[config.mk]
export PLATFORM = sky130hd
export DESIGN_NAME = huffman_container_decoder_flat
export DESIGN_NICKNAME = d
export VERILOG_FILES = /design/src/hdl/hcd_pkg.sv /design/src/hdl/hcd_byte_if.sv /design/src/hdl/hcd_result_if.sv /design/src/hdl/huffman_container_decoder.sv /design/src/flat_wrapper.sv
export SDC_FILE = /design/constraint.sdc
export NUM_CORES = 2
export LEC_CHECK = 0
export BUFFER_PORTS_ARGS = -buffer_cell sky130_fd_sc_hd__buf_2
export CORE_MARGIN = 8
export CORE_UTILIZATION = 35
export CTS_CLUSTER_SIZE = 20
export DETAILED_ROUTE_END_ITERATION = 10
export GPL_TIMING_DRIVEN = 0
export PLACE_DENSITY_LB_ADDON = 0.15
export REMOVE_ABC_BUFFERS = 1
export SYNTH_ARGS = -nofsm -noshare
export SYNTH_HDL_FRONTEND = slang
export SYNTH_MEMORY_MAX_BITS = 65536
export SYNTH_SLANG_ARGS = --single-unit
[constraint.sdc]
create_clock -name clk -period 52.3 [get_ports clk]
set_input_delay 10.46 -clock clk [delete_from_list [all_inputs] [get_ports clk]]
set_output_delay 10.46 -clock clk [all_outputs]
set_load 0.02 [all_outputs]
[src/hdl/hcd_pkg.sv]
`default_nettype none

package hcd_pkg;

    localparam int MAX_CODE_LEN = 8;
    localparam int NUM_SYMBOLS  = 256;

    localparam int BYTE_W   = 8;
    localparam int STATUS_W = 2;

    localparam logic [STATUS_W-1:0] ST_OK       = 2'd0;
    localparam logic [STATUS_W-1:0] ST_NO_MATCH = 2'd1;
    localparam logic [STATUS_W-1:0] ST_LEFTOVER = 2'd2;

endpackage

`default_nettype wire

[src/hdl/hcd_byte_if.sv]
`default_nettype none

interface hcd_byte_if;
    logic                          valid;
    logic                          ready;
    logic [hcd_pkg::BYTE_W-1:0]    in_byte;
    logic                          stream_end;

    modport source (output valid, output in_byte, output stream_end, input ready);
    modport sink   (input valid, input in_byte, input stream_end, output ready);
endinterface

`default_nettype wire

[src/hdl/hcd_result_if.sv]
`default_nettype none

interface hcd_result_if;
    logic                          valid;
    logic                          ready;
    logic [hcd_pkg::BYTE_W-1:0]    symbol;
    logic [hcd_pkg::STATUS_W-1:0]  status;
    logic                          last_of_run;
    logic                          stream_done;

    modport source (output valid, output symbol, output status, output last_of_run,
                    output stream_done, input ready);
    modport sink   (input valid, input symbol, input status, input last_of_run,
                    input stream_done, output ready);
endinterface

`default_nettype wire

[src/hdl/huffman_container_decoder.sv]
// Huffman container decoder.
// container (sink): one byte of the container per transfer; stream_end flags
//   the final byte. Count byte, (length, symbol, code) triples, padding byte,
//   then data bytes whose bits are consumed LSB first.
// result (source): decoded symbols with a status, last_of_run on the last
//   result caused by one input byte, stream_done on the final one.
// Header bytes are taken in S_IDLE. A data byte walks its valid bits through
//   the code store's read port: each bit takes an address step (S_BIT), then
//   a compare of the registered read data (S_CHK), and the byte closes with
//   S_LEFT and S_FLUSH; container.ready stays low from the transfer until the
//   byte is done. Results pass through a holding stage and an output register.
//   The walk blocks only when both stages are full and the receiver does not
//   take the output.
// After reset and after every stream_end byte the code store is swept clear,
//   one entry a cycle over all 2^(MAX_CODE_LEN+1) entries (512 by default); the
//   container channel is not ready during the sweep.
// When the receiver stalls, the result is held; once the holding stage is also
//   full, the walk waits at the next bit that produces a result.
`default_nettype none

module huffman_container_decoder #(
    parameter int MAX_CODE_LEN = hcd_pkg::MAX_CODE_LEN,
    parameter int NUM_SYMBOLS  = hcd_pkg::NUM_SYMBOLS
) (
    input  wire logic       clk,
    input  wire logic       rst_n,
    hcd_byte_if.sink        container,
    hcd_result_if.source    result
);

    localparam int IDX_W = MAX_CODE_LEN + 1;
    localparam int DEPTH = 1 << IDX_W;
    localparam int LEN_W = 4;
    localparam int SYM_W = hcd_pkg::BYTE_W;

    localparam logic [2:0] S_CLEAR = 3'd0;
    localparam logic [2:0] S_IDLE  = 3'd1;
    localparam logic [2:0] S_BIT   = 3'd2;
    localparam logic [2:0] S_CHK   = 3'd3;
    localparam logic [2:0] S_LEFT  = 3'd4;
    localparam logic [2:0] S_FLUSH = 3'd5;

    localparam logic [1:0] PH_COUNT = 2'd0;
    localparam logic [1:0] PH_TABLE = 2'd1;
    localparam logic [1:0] PH_PAD   = 2'd2;
    localparam logic [1:0] PH_DATA  = 2'd3;

    localparam logic [LEN_W-1:0] FULL_BITS = LEN_W'(8);

    logic [SYM_W:0] mem [DEPTH];

    logic [2:0]              state_reg, state_next;
    logic [1:0]              phase_reg, phase_next;
    logic [7:0]              entries_reg, entries_next;
    logic [1:0]              tpos_reg, tpos_next;
    logic [LEN_W-1:0]        plen_reg, plen_next;
    logic [SYM_W-1:0]        psym_reg, psym_next;
    logic [LEN_W-1:0]        lvb_reg, lvb_next;
    logic [MAX_CODE_LEN-1:0] code_reg, code_next;
    logic [LEN_W-1:0]        clen_reg, clen_next;
    logic [7:0]              byte_reg, byte_next;
    logic                    end_reg, end_next;
    logic [2:0]              bcnt_reg, bcnt_next;
    logic [IDX_W-1:0]        clr_reg, clr_next;

    logic                         pend_vld_reg, pend_vld_next;
    logic [SYM_W-1:0]             pend_sym_reg, pend_sym_next;
    logic [hcd_pkg::STATUS_W-1:0] pend_st_reg, pend_st_next;

    logic                         out_vld_reg;
    logic [SYM_W-1:0]             out_sym_reg;
    logic [hcd_pkg::STATUS_W-1:0] out_st_reg;
    logic                         out_last_reg;
    logic                         out_done_reg;

    logic [SYM_W:0]               rd_reg;

    logic                    we;
    logic [IDX_W-1:0]        wa;
    logic [SYM_W:0]          wd;
    logic                    re;
    logic [IDX_W-1:0]        ra;
    logic                    push;
    logic                    push_last;
    logic                    push_done;
    logic                    out_free;
    logic                    bit_in;
    logic [MAX_CODE_LEN-1:0] code_ins;
    logic [LEN_W-1:0]        len_inc;
    logic [LEN_W-1:0]        nbits;
    logic                    last_bit;
    logic                    do_clear;
    logic                    advance;
    logic [7:0]              ent_dec;
    logic                    hit;

    function automatic logic [IDX_W-1:0] store_idx(input logic [LEN_W-1:0] len,
                                                    input logic [MAX_CODE_LEN-1:0] code);
        logic [IDX_W-1:0] idx;
        idx = '0;
        for (int j = 0; j < MAX_CODE_LEN; j++)
        begin
            idx[j] = (LEN_W'(j) < len) ? code[j] : (LEN_W'(j) == len);
        end
        idx[MAX_CODE_LEN] = (len == LEN_W'(MAX_CODE_LEN));
        return idx;
    endfunction

    assign out_free = !out_vld_reg || result.ready;
    assign bit_in   = byte_reg[bcnt_reg];
    assign len_inc  = clen_reg + LEN_W'(1);
    assign nbits    = end_reg ? lvb_reg : FULL_BITS;
    assign last_bit = ((LEN_W'(bcnt_reg) + LEN_W'(1)) == nbits);
    assign hit      = rd_reg[SYM_W];
    assign ent_dec  = (entries_reg != 8'd0) ? entries_reg - 8'd1 : entries_reg;

    always_comb
    begin
        code_ins = code_reg;
        for (int j = 0; j < MAX_CODE_LEN; j++)
        begin
            if (LEN_W'(j) == clen_reg)
            begin
                code_ins[j] = code_reg[j] | bit_in;
            end
        end
    end

    always_comb
    begin
        state_next    = state_reg;
        phase_next    = phase_reg;
        entries_next  = entries_reg;
        tpos_next     = tpos_reg;
        plen_next     = plen_reg;
        psym_next     = psym_reg;
        lvb_next      = lvb_reg;
        code_next     = code_reg;
        clen_next     = clen_reg;
        byte_next     = byte_reg;
        end_next      = end_reg;
        bcnt_next     = bcnt_reg;
        clr_next      = clr_reg;
        pend_vld_next = pend_vld_reg;
        pend_sym_next = pend_sym_reg;
        pend_st_next  = pend_st_reg;
        we            = 1'b0;
        wa            = store_idx(plen_reg, container.in_byte[MAX_CODE_LEN-1:0]);
        wd            = {1'b1, psym_reg};
        re            = 1'b0;
        ra            = store_idx(len_inc, code_ins);
        push          = 1'b0;
        push_last     = 1'b0;
        push_done     = 1'b0;
        do_clear      = 1'b0;
        advance       = 1'b0;

        case (state_reg)
            S_CLEAR:
            begin
                we       = 1'b1;
                wa       = clr_reg;
                wd       = '0;
                clr_next = clr_reg + IDX_W'(1);
                if (clr_reg == '1)
                begin
                    state_next = S_IDLE;
                end
            end
            S_IDLE:
            begin
                if (container.valid)
                begin
                    byte_next = container.in_byte;
                    end_next  = container.stream_end;
                    bcnt_next = '0;
                    case (phase_reg)
                        PH_COUNT:
                        begin
                            entries_next = container.in_byte;
                            tpos_next    = 2'd0;
                            phase_next   = (container.in_byte == 8'd0) ? PH_PAD : PH_TABLE;
                        end
                        PH_TABLE:
                        begin
                            if (tpos_reg == 2'd0)
                            begin
                                plen_next = (container.in_byte > 8'd15) ? '0
                                            : container.in_byte[LEN_W-1:0];
                                tpos_next = 2'd1;
                            end
                            else if (tpos_reg == 2'd1)
                            begin
                                psym_next = container.in_byte;
                                tpos_next = 2'd2;
                            end
                            else
                            begin
                                if (plen_reg != '0 && plen_reg <= LEN_W'(MAX_CODE_LEN)
                                    && {1'b0, psym_reg} < (SYM_W+1)'(NUM_SYMBOLS))
                                begin
                                    we = 1'b1;
                                end
                                tpos_next    = 2'd0;
                                entries_next = ent_dec;
                                if (ent_dec == 8'd0)
                                begin
                                    phase_next = PH_PAD;
                                end
                            end
                        end
                        PH_PAD:
                        begin
                            lvb_next   = (container.in_byte >= 8'd1 && container.in_byte <= 8'd7)
                                         ? LEN_W'(8'd8 - container.in_byte) : FULL_BITS;
                            phase_next = PH_DATA;
                        end
                        default:
                        begin
                            state_next = S_BIT;
                        end
                    endcase
                    if (container.stream_end && phase_reg != PH_DATA)
                    begin
                        do_clear = 1'b1;
                    end
                end
            end
            S_BIT:
            begin
                code_next  = code_ins;
                clen_next  = len_inc;
                re         = 1'b1;
                state_next = S_CHK;
            end
            S_CHK:
            begin
                if (hit || clen_reg == LEN_W'(MAX_CODE_LEN))
                begin
                    // a new result displaces the held one into the output register
                    if (!pend_vld_reg || out_free)
                    begin
                        push          = pend_vld_reg;
                        pend_vld_next = 1'b1;
                        pend_sym_next = hit ? rd_reg[SYM_W-1:0] : '0;
                        pend_st_next  = hit ? hcd_pkg::ST_OK : hcd_pkg::ST_NO_MATCH;
                        code_next     = '0;
                        clen_next     = '0;
                        advance       = 1'b1;
                    end
                end
                else
                begin
                    advance = 1'b1;
                end
                if (advance)
                begin
                    if (last_bit)
                    begin
                        state_next = S_LEFT;
                    end
                    else
                    begin
                        bcnt_next  = bcnt_reg + 3'd1;
                        state_next = S_BIT;
                    end
                end
            end
            S_LEFT:
            begin
                if (end_reg && clen_reg != '0)
                begin
                    if (!pend_vld_reg || out_free)
                    begin
                        push          = pend_vld_reg;
                        pend_vld_next = 1'b1;
                        pend_sym_next = '0;
                        pend_st_next  = hcd_pkg::ST_LEFTOVER;
                        state_next    = S_FLUSH;
                    end
                end
                else
                begin
                    state_next = S_FLUSH;
                end
            end
            S_FLUSH:
            begin
                if (!pend_vld_reg || out_free)
                begin
                    push          = pend_vld_reg;
                    push_last     = 1'b1;
                    push_done     = end_reg;
                    pend_vld_next = 1'b0;
                    if (end_reg)
                    begin
                        do_clear = 1'b1;
                    end
                    else
                    begin
                        state_next = S_IDLE;
                    end
                end
            end
            default:
            begin
                state_next = S_IDLE;
            end
        endcase

        if (do_clear)
        begin
            state_next   = S_CLEAR;
            clr_next     = '0;
            phase_next   = PH_COUNT;
            entries_next = '0;
            tpos_next    = '0;
            plen_next    = '0;
            psym_next    = '0;
            lvb_next     = FULL_BITS;
            code_next    = '0;
            clen_next    = '0;
        end
    end

    always_ff @(posedge clk)
    begin
        if (we)
        begin
            mem[wa] <= wd;
        end
        if (re)
        begin
            rd_reg <= mem[ra];
        end
    end

    always_ff @(posedge clk or negedge rst_n)
    begin
        if (!rst_n)
        begin
            state_reg    <= S_CLEAR;
            phase_reg    <= PH_COUNT;
            entries_reg  <= '0;
            tpos_reg     <= '0;
            plen_reg     <= '0;
            psym_reg     <= '0;
            lvb_reg      <= FULL_BITS;
            code_reg     <= '0;
            clen_reg     <= '0;
            end_reg      <= 1'b0;
            bcnt_reg     <= '0;
            clr_reg      <= '0;
            pend_vld_reg <= 1'b0;
            out_vld_reg  <= 1'b0;
        end
        else
        begin
            state_reg    <= state_next;
            phase_reg    <= phase_next;
            entries_reg  <= entries_next;
            tpos_reg     <= tpos_next;
            plen_reg     <= plen_next;
            psym_reg     <= psym_next;
            lvb_reg      <= lvb_next;
            code_reg     <= code_next;
            clen_reg     <= clen_next;
            end_reg      <= end_next;
            bcnt_reg     <= bcnt_next;
            clr_reg      <= clr_next;
            pend_vld_reg <= pend_vld_next;
            if (push)
            begin
                out_vld_reg <= 1'b1;
            end
            else if (result.ready)
            begin
                out_vld_reg <= 1'b0;
            end
        end
    end

    always_ff @(posedge clk)
    begin
        byte_reg     <= byte_next;
        pend_sym_reg <= pend_sym_next;
        pend_st_reg  <= pend_st_next;
        if (push)
        begin
            out_sym_reg  <= pend_sym_reg;
            out_st_reg   <= pend_st_reg;
            out_last_reg <= push_last;
            out_done_reg <= push_done;
        end
    end

    assign container.ready    = (state_reg == S_IDLE);
    assign result.valid       = out_vld_reg;
    assign result.symbol      = out_sym_reg;
    assign result.status      = out_st_reg;
    assign result.last_of_run = out_last_reg;
    assign result.stream_done = out_done_reg;

endmodule

`default_nettype wire

[src/flat_wrapper.sv]
// flat-port wrapper written by rule: the top's interface ports become plain ports
module huffman_container_decoder_flat 
#(
    parameter int MAX_CODE_LEN = hcd_pkg::MAX_CODE_LEN,
    parameter int NUM_SYMBOLS  = hcd_pkg::NUM_SYMBOLS
)
  (clk, rst_n, container_valid, container_in_byte, container_stream_end, container_ready, result_valid, result_symbol, result_status, result_last_of_run, result_stream_done, result_ready);
  hcd_byte_if container_i ();
  hcd_result_if result_i ();
  input  wire logic clk;
  input  wire logic rst_n;
  input wire logic [$bits(container_i.valid)-1:0] container_valid;
  input wire logic [$bits(container_i.in_byte)-1:0] container_in_byte;
  input wire logic [$bits(container_i.stream_end)-1:0] container_stream_end;
  output wire logic [$bits(container_i.ready)-1:0] container_ready;
  output wire logic [$bits(result_i.valid)-1:0] result_valid;
  output wire logic [$bits(result_i.symbol)-1:0] result_symbol;
  output wire logic [$bits(result_i.status)-1:0] result_status;
  output wire logic [$bits(result_i.last_of_run)-1:0] result_last_of_run;
  output wire logic [$bits(result_i.stream_done)-1:0] result_stream_done;
  input wire logic [$bits(result_i.ready)-1:0] result_ready;
  assign container_i.valid = container_valid;
  assign container_i.in_byte = container_in_byte;
  assign container_i.stream_end = container_stream_end;
  assign container_ready = container_i.ready;
  assign result_valid = result_i.valid;
  assign result_symbol = result_i.symbol;
  assign result_status = result_i.status;
  assign result_last_of_run = result_i.last_of_run;
  assign result_stream_done = result_i.stream_done;
  assign result_i.ready = result_ready;
  huffman_container_decoder #(.MAX_CODE_LEN(MAX_CODE_LEN), .NUM_SYMBOLS(NUM_SYMBOLS)) u_core (.clk(clk), .rst_n(rst_n), .container(container_i), .result(result_i));
endmodule
# Word-level counts from Yosys, hierarchy flattened
# Memories as Yosys holds them, arrays and structs flattened. A register that Yosys moved wholly into a read port is not among the register bits.
# Index checks and enable logic that the tools add are counted.
dict set report word_totals {
  mem_bits_rw 4608
  out_inout_bits 14
  n_memories 1
  latchBits 0
  elab_cells 292
  rom_bits 0
  regBits 88
  in_bits 13
}
dict set report op_classes {
  div 0
  n_mul 0
  n_bitwise 8
  n_mux 131
  eq_ne 56
  reduce_logical 48
  n_lt_le_gt_ge 21
  add_sub_neg 6
  n_shift 0
}
# name depth width rd rd_clocked_by_memory_dff write_ports line_no
set mem_list {}
lappend mem_list {u_core.mem 512 9 1 1 1 huffman_container_decoder.sv:50} ;# logic [SYM_W:0] mem [DEPTH];
# operator n
set op_table {}
lappend op_table {{8-bit two-way mux} 19}
lappend op_table {{4-bit two-way mux} 15}
lappend op_table {{1-bit two-way mux} 50}
lappend op_table {{3-bit by 4-bit == test with 1-bit output, first input constant} 12}
lappend op_table {{8-bit one-hot mux with 2 select lines} 3}
lappend op_table {{3-bit two-way mux} 13}
lappend op_table {{9-bit two-way mux} 4}
lappend op_table {{3-bit by 4-bit less-than comparator with 1-bit output, first input constant} 8}
lappend op_table {{2-bit two-way mux} 16}
lappend op_table {{2-bit by 4-bit == test with 1-bit output, first input constant} 6}
lappend op_table {{2-bit nonzero test} 10}
lappend op_table {{3-bit by 1-bit inequality test with 1-bit output, second input constant} 6}
lappend op_table {{3-bit one-hot mux with 6 select lines} 1}
lappend op_table {{8-bit zero test} 2}
lappend op_table {{1-bit by 4-bit less-than comparator with 1-bit output, first input constant} 4}
lappend op_table {{2-bit by 4-bit less-than comparator with 1-bit output, first input constant} 4}
lappend op_table {{5-bit AND reduction} 3}
lappend op_table {{2-bit by 1-bit inequality test with 1-bit output, second input constant} 7}
lappend op_table {{1-bit by 4-bit == test with 1-bit output, first input constant} 3}
lappend op_table {{4-bit == test, second input constant} 3}
lappend op_table {{4-bit zero test} 3}
lappend op_table {{3-bit by 2-bit inequality test with 1-bit output, second input constant} 4}
lappend op_table {{4-bit AND reduction} 3}
lappend op_table {{4-bit nonzero test} 3}
lappend op_table {{41 further kinds} 68}

# Depth between registers and ports, before layout
dict set report depth {
  word_depth 10
  ltp_mapped 20
  depth_no_buf 12
}

# Least setup slack after synthesis
# No wires, ideal clock.
dict set report synth_timing {
  path_type {register to register}
  startpoint {reg u_core.state_reg[2]}
  endpoint {mem u_core.mem[0][2] (netlist bit) (data pin)}
  arrival_time_ns 13.696
  setup_time_ns 2.721
  slack_ns 35.883
  n_path_buf 4
  path_stages_with_launch 7
  required_time_ns 49.579
  period_less_slack_ns 16.417
  cell_sequence {dfrtp_1 -> clkbuf_1 -> nor3_1 -> clkbuf_1 -> clkbuf_1 -> buf_1 -> nor2b_1}
}
dict set report synth_between {
  elab_chain_len 2
}
# item line_no
set synth_lines {}
lappend synth_lines {{from (decl)} huffman_container_decoder.sv:52} ;# logic [2:0] state_reg, state_next;
lappend synth_lines {{from (signal assigned)} huffman_container_decoder.sv:359} ;# state_reg <= state_next;
lappend synth_lines {{3-bit zero test} huffman_container_decoder.sv:158} ;# case (state_reg)
lappend synth_lines {{9-bit two-way mux} huffman_container_decoder.sv:158}
lappend synth_lines {{named net u_core.wd[2]} huffman_container_decoder.sv:80} ;# logic [SYM_W:0] wd;
lappend synth_lines {{to (decl)} huffman_container_decoder.sv:50}
# The timed path passes the listed nets, and every way through them passes these cells.

# Worst setup path in the final report
dict set report layout_timing {
  startpoint {in container_valid}
  endpoint {mem u_core.mem[423][6] (netlist bit), enable pin}
}
dict set report layout_between {
  elab_chain_len 4
}
# item line_no
set layout_lines {}
lappend layout_lines {{from (decl)} flat_wrapper.sv:12} ;# input wire logic [$bits(container_i.valid)-1:0] container_valid;
lappend layout_lines {{1-bit two-way mux} huffman_container_decoder.sv:172} ;# if (container.valid)
lappend layout_lines {{1-bit one-hot mux with 2 select lines} huffman_container_decoder.sv:158}
lappend layout_lines {{1-bit two-way mux} huffman_container_decoder.sv:328} ;# if (we)
lappend layout_lines {{1-bit two-way mux (not written as such)} huffman_container_decoder.sv:330} ;# mem[wa] <= wd;
# No other way between the ends.

==> flow_metrics.env <==
export IMPL_cts_root_buf="clkbuf_16"
export IMPL_die_area_um2=563000
export IMPL_tritoncts="yes"
export IMPL_final_setup_viol_count=0
export IMPL_cp_required_ns=52.95
export IMPL_timing_critical_path_mode_cell="and2_1"
export IMPL_start_util_pct=35.2
export IMPL_area_growth_pct=16.8
export IMPL_cts_made_buffers=528
export IMPL_rsz0062_at_grt="false"
export IMPL_switchingPower_mw=5.20
export IMPL_cts_resized=0
export IMPL_ctsHoldBuffers=0
export IMPL_synth_edf_count=4647
export IMPL_post_cts_setup_buffer_count=0
export IMPL_critPathMaxFanout=17
export IMPL_skew_ns=0.0359
export IMPL_core_rowCount=269
export IMPL_htreeDepth=6
export IMPL_p_per_area_nw_per_um2=61.3
export IMPL_antenna_left=0
export IMPL_sw_frac_of_total_pct=38.5
export IMPL_io_buffers=26
export IMPL_leakage_nw=76.5
export IMPL_synth_cell_types=77
export IMPL_crit_slowest_cell="nor2_1"
export IMPL_drc=0
export IMPL_finalInstanceArea_um2=220000
export IMPL_ys_seq_area_share_pct=74.7
export IMPL_ys_warn_count=0
export IMPL_start_kind="input pin"
export IMPL_wire_per_inst_um=26.6
export IMPL_clk_latency_ns=1.05
export IMPL_die_h_um=750
export IMPL_fin_nets=14300
export IMPL_clkPwrFrac_pct=26.2
export IMPL_antenna_found_initial=35
export IMPL_die_width_um=750
export IMPL_maxCapViolations=0
export IMPL_grt_pass1_vias=111000
export IMPL_fin_crit_ns=13.82
export IMPL_drive_above_1_share_pct=9.30
export IMPL_fin_crit_sh_pct=26.4
export IMPL_placed_cells=21000
export IMPL_num_io_pins=27
export IMPL_hold_path_class="register to register"
export IMPL_ys_ff_latch=4705
export IMPL_slew_limit_headroom_pct=6.33
export IMPL_synthCells=14200
export IMPL_fin_util_pct=41.1
export IMPL_grtUsageTotal_pct=20.0
export IMPL_drt_pass1_iter_count=6
export IMPL_grt_max_degree=130
export IMPL_grt_remaining_overflow=0
export IMPL_coreArea_um2=537000
export IMPL_drv_slew=0
export IMPL_path_class="input pin to register"
export IMPL_seqPwrFrac_pct=32.3
export IMPL_status="finished clean"
export IMPL_finalPower_mw=13.5
export IMPL_irDropWorstVdd_mv=0.0592
export IMPL_p_int_mw=8.32
export IMPL_comb_power_share_pct=41.5
export IMPL_final_cell_mix="edfxtp_1, nand2_1, nand3_1"
export IMPL_nFillCells=49600
export IMPL_clock_sinks=4705
export IMPL_grt_pass1_wl_mm=831
export IMPL_synth_flop_cell="edfxtp_1"
export IMPL_whs_ns=0.405
export IMPL_drtIter0Drc=11000
export IMPL_routed_wl_mm=583
export IMPL_crit_path_end_kind="register"
export IMPL_async_reset_ff_share_pct=1.23
export IMPL_timing_fmax_mhz=72.3
export IMPL_largest_reg_flops=4608
export IMPL_placed_area_um2=204000
export IMPL_syn_area_per_cell_um2=13.3
export IMPL_synth_area_um2=189000
export IMPL_worstMarginPinSlew_ns=1.40
export IMPL_arrival_ns=14.48
export IMPL_cp_cell_sequence="buf_2, and2_1, nand4_1, a211oi_4, buf_8, and2_1, nand2_4, buf_16, nor2_1"
export IMPL_cpPeakStageDelay_ns=0.94
export IMPL_avgViaCountPerCell=5.30
export IMPL_clkTransAtPathRegs_ns=0.06
export IMPL_final_common_cell="edfxtp_1"
export IMPL_hold_viol_final=0
export IMPL_place_hpwl_mm=366
export IMPL_stdcell_count=21900
export IMPL_vias=116000
export IMPL_ctsLongestPathBuffers=4
export IMPL_gp_congestion=0.739
[metal layers]
metal	up-vias	global-route usage, %	share of wire [%]
met4	6	5.14	2.7
met1	59400	28.6	45
met3	749	2.55	5.3
met2	3266	32.3	47
li1	52500	-	-
met5	-	0	0.0082
[metrics by stage]
stage | setup TNS, ns | setup slack [ns]
after detailed placement | 0 | 37.37
after floorplan | -29.74 | -3.35
final | 0 | 38.48
after CTS | 0 | 38.50
after global placement | -767.00 | -85.53
after global routing | 0 | 38.35
[power groups by stage]
stage	logic, mW	registers [mW]	clock network [mW]
floorplan	7.83	4.61	0
global placement	11.3	5.10	0
detailed placement	5.67	4.45	0
CTS	5.68	4.37	3.61
global route	6.05	4.37	3.74
finish	5.61	4.37	3.54
[cell type report]
class	instances	area [µm²]	share of cell area, %
antenna	9	22.5	0.0102
clock buffer	672	14300	6.47
clock inverter	232	1850	0.838
inverter	21	86.3	0.0392
multi-input combinational	8546	44000	20.0
sequential	4705	141000	64.0
tap	7181	8980	4.08
timing repair buffer	507	10200	4.63
[critical path, delay by kind of cell]
family	cells	cell delay, ns
AO/OA/AOI/OAI	1	0.33
buffers and inverters	3	0.90
AND/OR/NAND/NOR	5	2.71
[final timing paths]
kind                                              from                      end  slack [ns]  cells after the start
max in group asynchronous                        rst_n       u_core.clen_reg[1]       42.17                      1
min in group asynchronous                        rst_n    u_core.entries_reg[4]        9.56                      1
worst min register to register  u_core.pend_sym_reg[5]  u_core.result.symbol[5]        0.40                      0
worst min-delay path            u_core.pend_sym_reg[5]  u_core.result.symbol[5]        0.40                      0
worst max-delay path                   container_valid       u_core.mem[423][6]       38.48                      9
worst max register to register      u_core.clen_reg[0]         u_core.rd_reg[7]       44.26                     14
[Yosys cell counts (78+ instances only)]
library cell	n	area [µm²]
nor3_1	104	521
buf_1	140	526
nand2_1	3735	14000
and3_1	165	1030
edfxtp_1	4647	140000
a31oi_1	78	488
o21ai_0	144	721
mux2i_1	473	4730
a311oi_1	129	1130
nor2_1	624	2340
buf_2	455	2280
clkbuf_1	301	1130
nor4_1	102	638
mux4_2	80	1800
o22ai_1	78	488
nand3_1	1768	8850
a21oi_1	636	3180
[kinds of logic after synthesis]
family	count (synthesis)	share of synthesized area, %
fa+ha+maj	17	0.113
simple gates	6680	15.2
flops	4705	74.7
compound gates	1268	4.08
mux	562	3.52
xor+xnor	19	0.0882
buf+inv	958	2.29
Power figures use the tool's default switching activity.
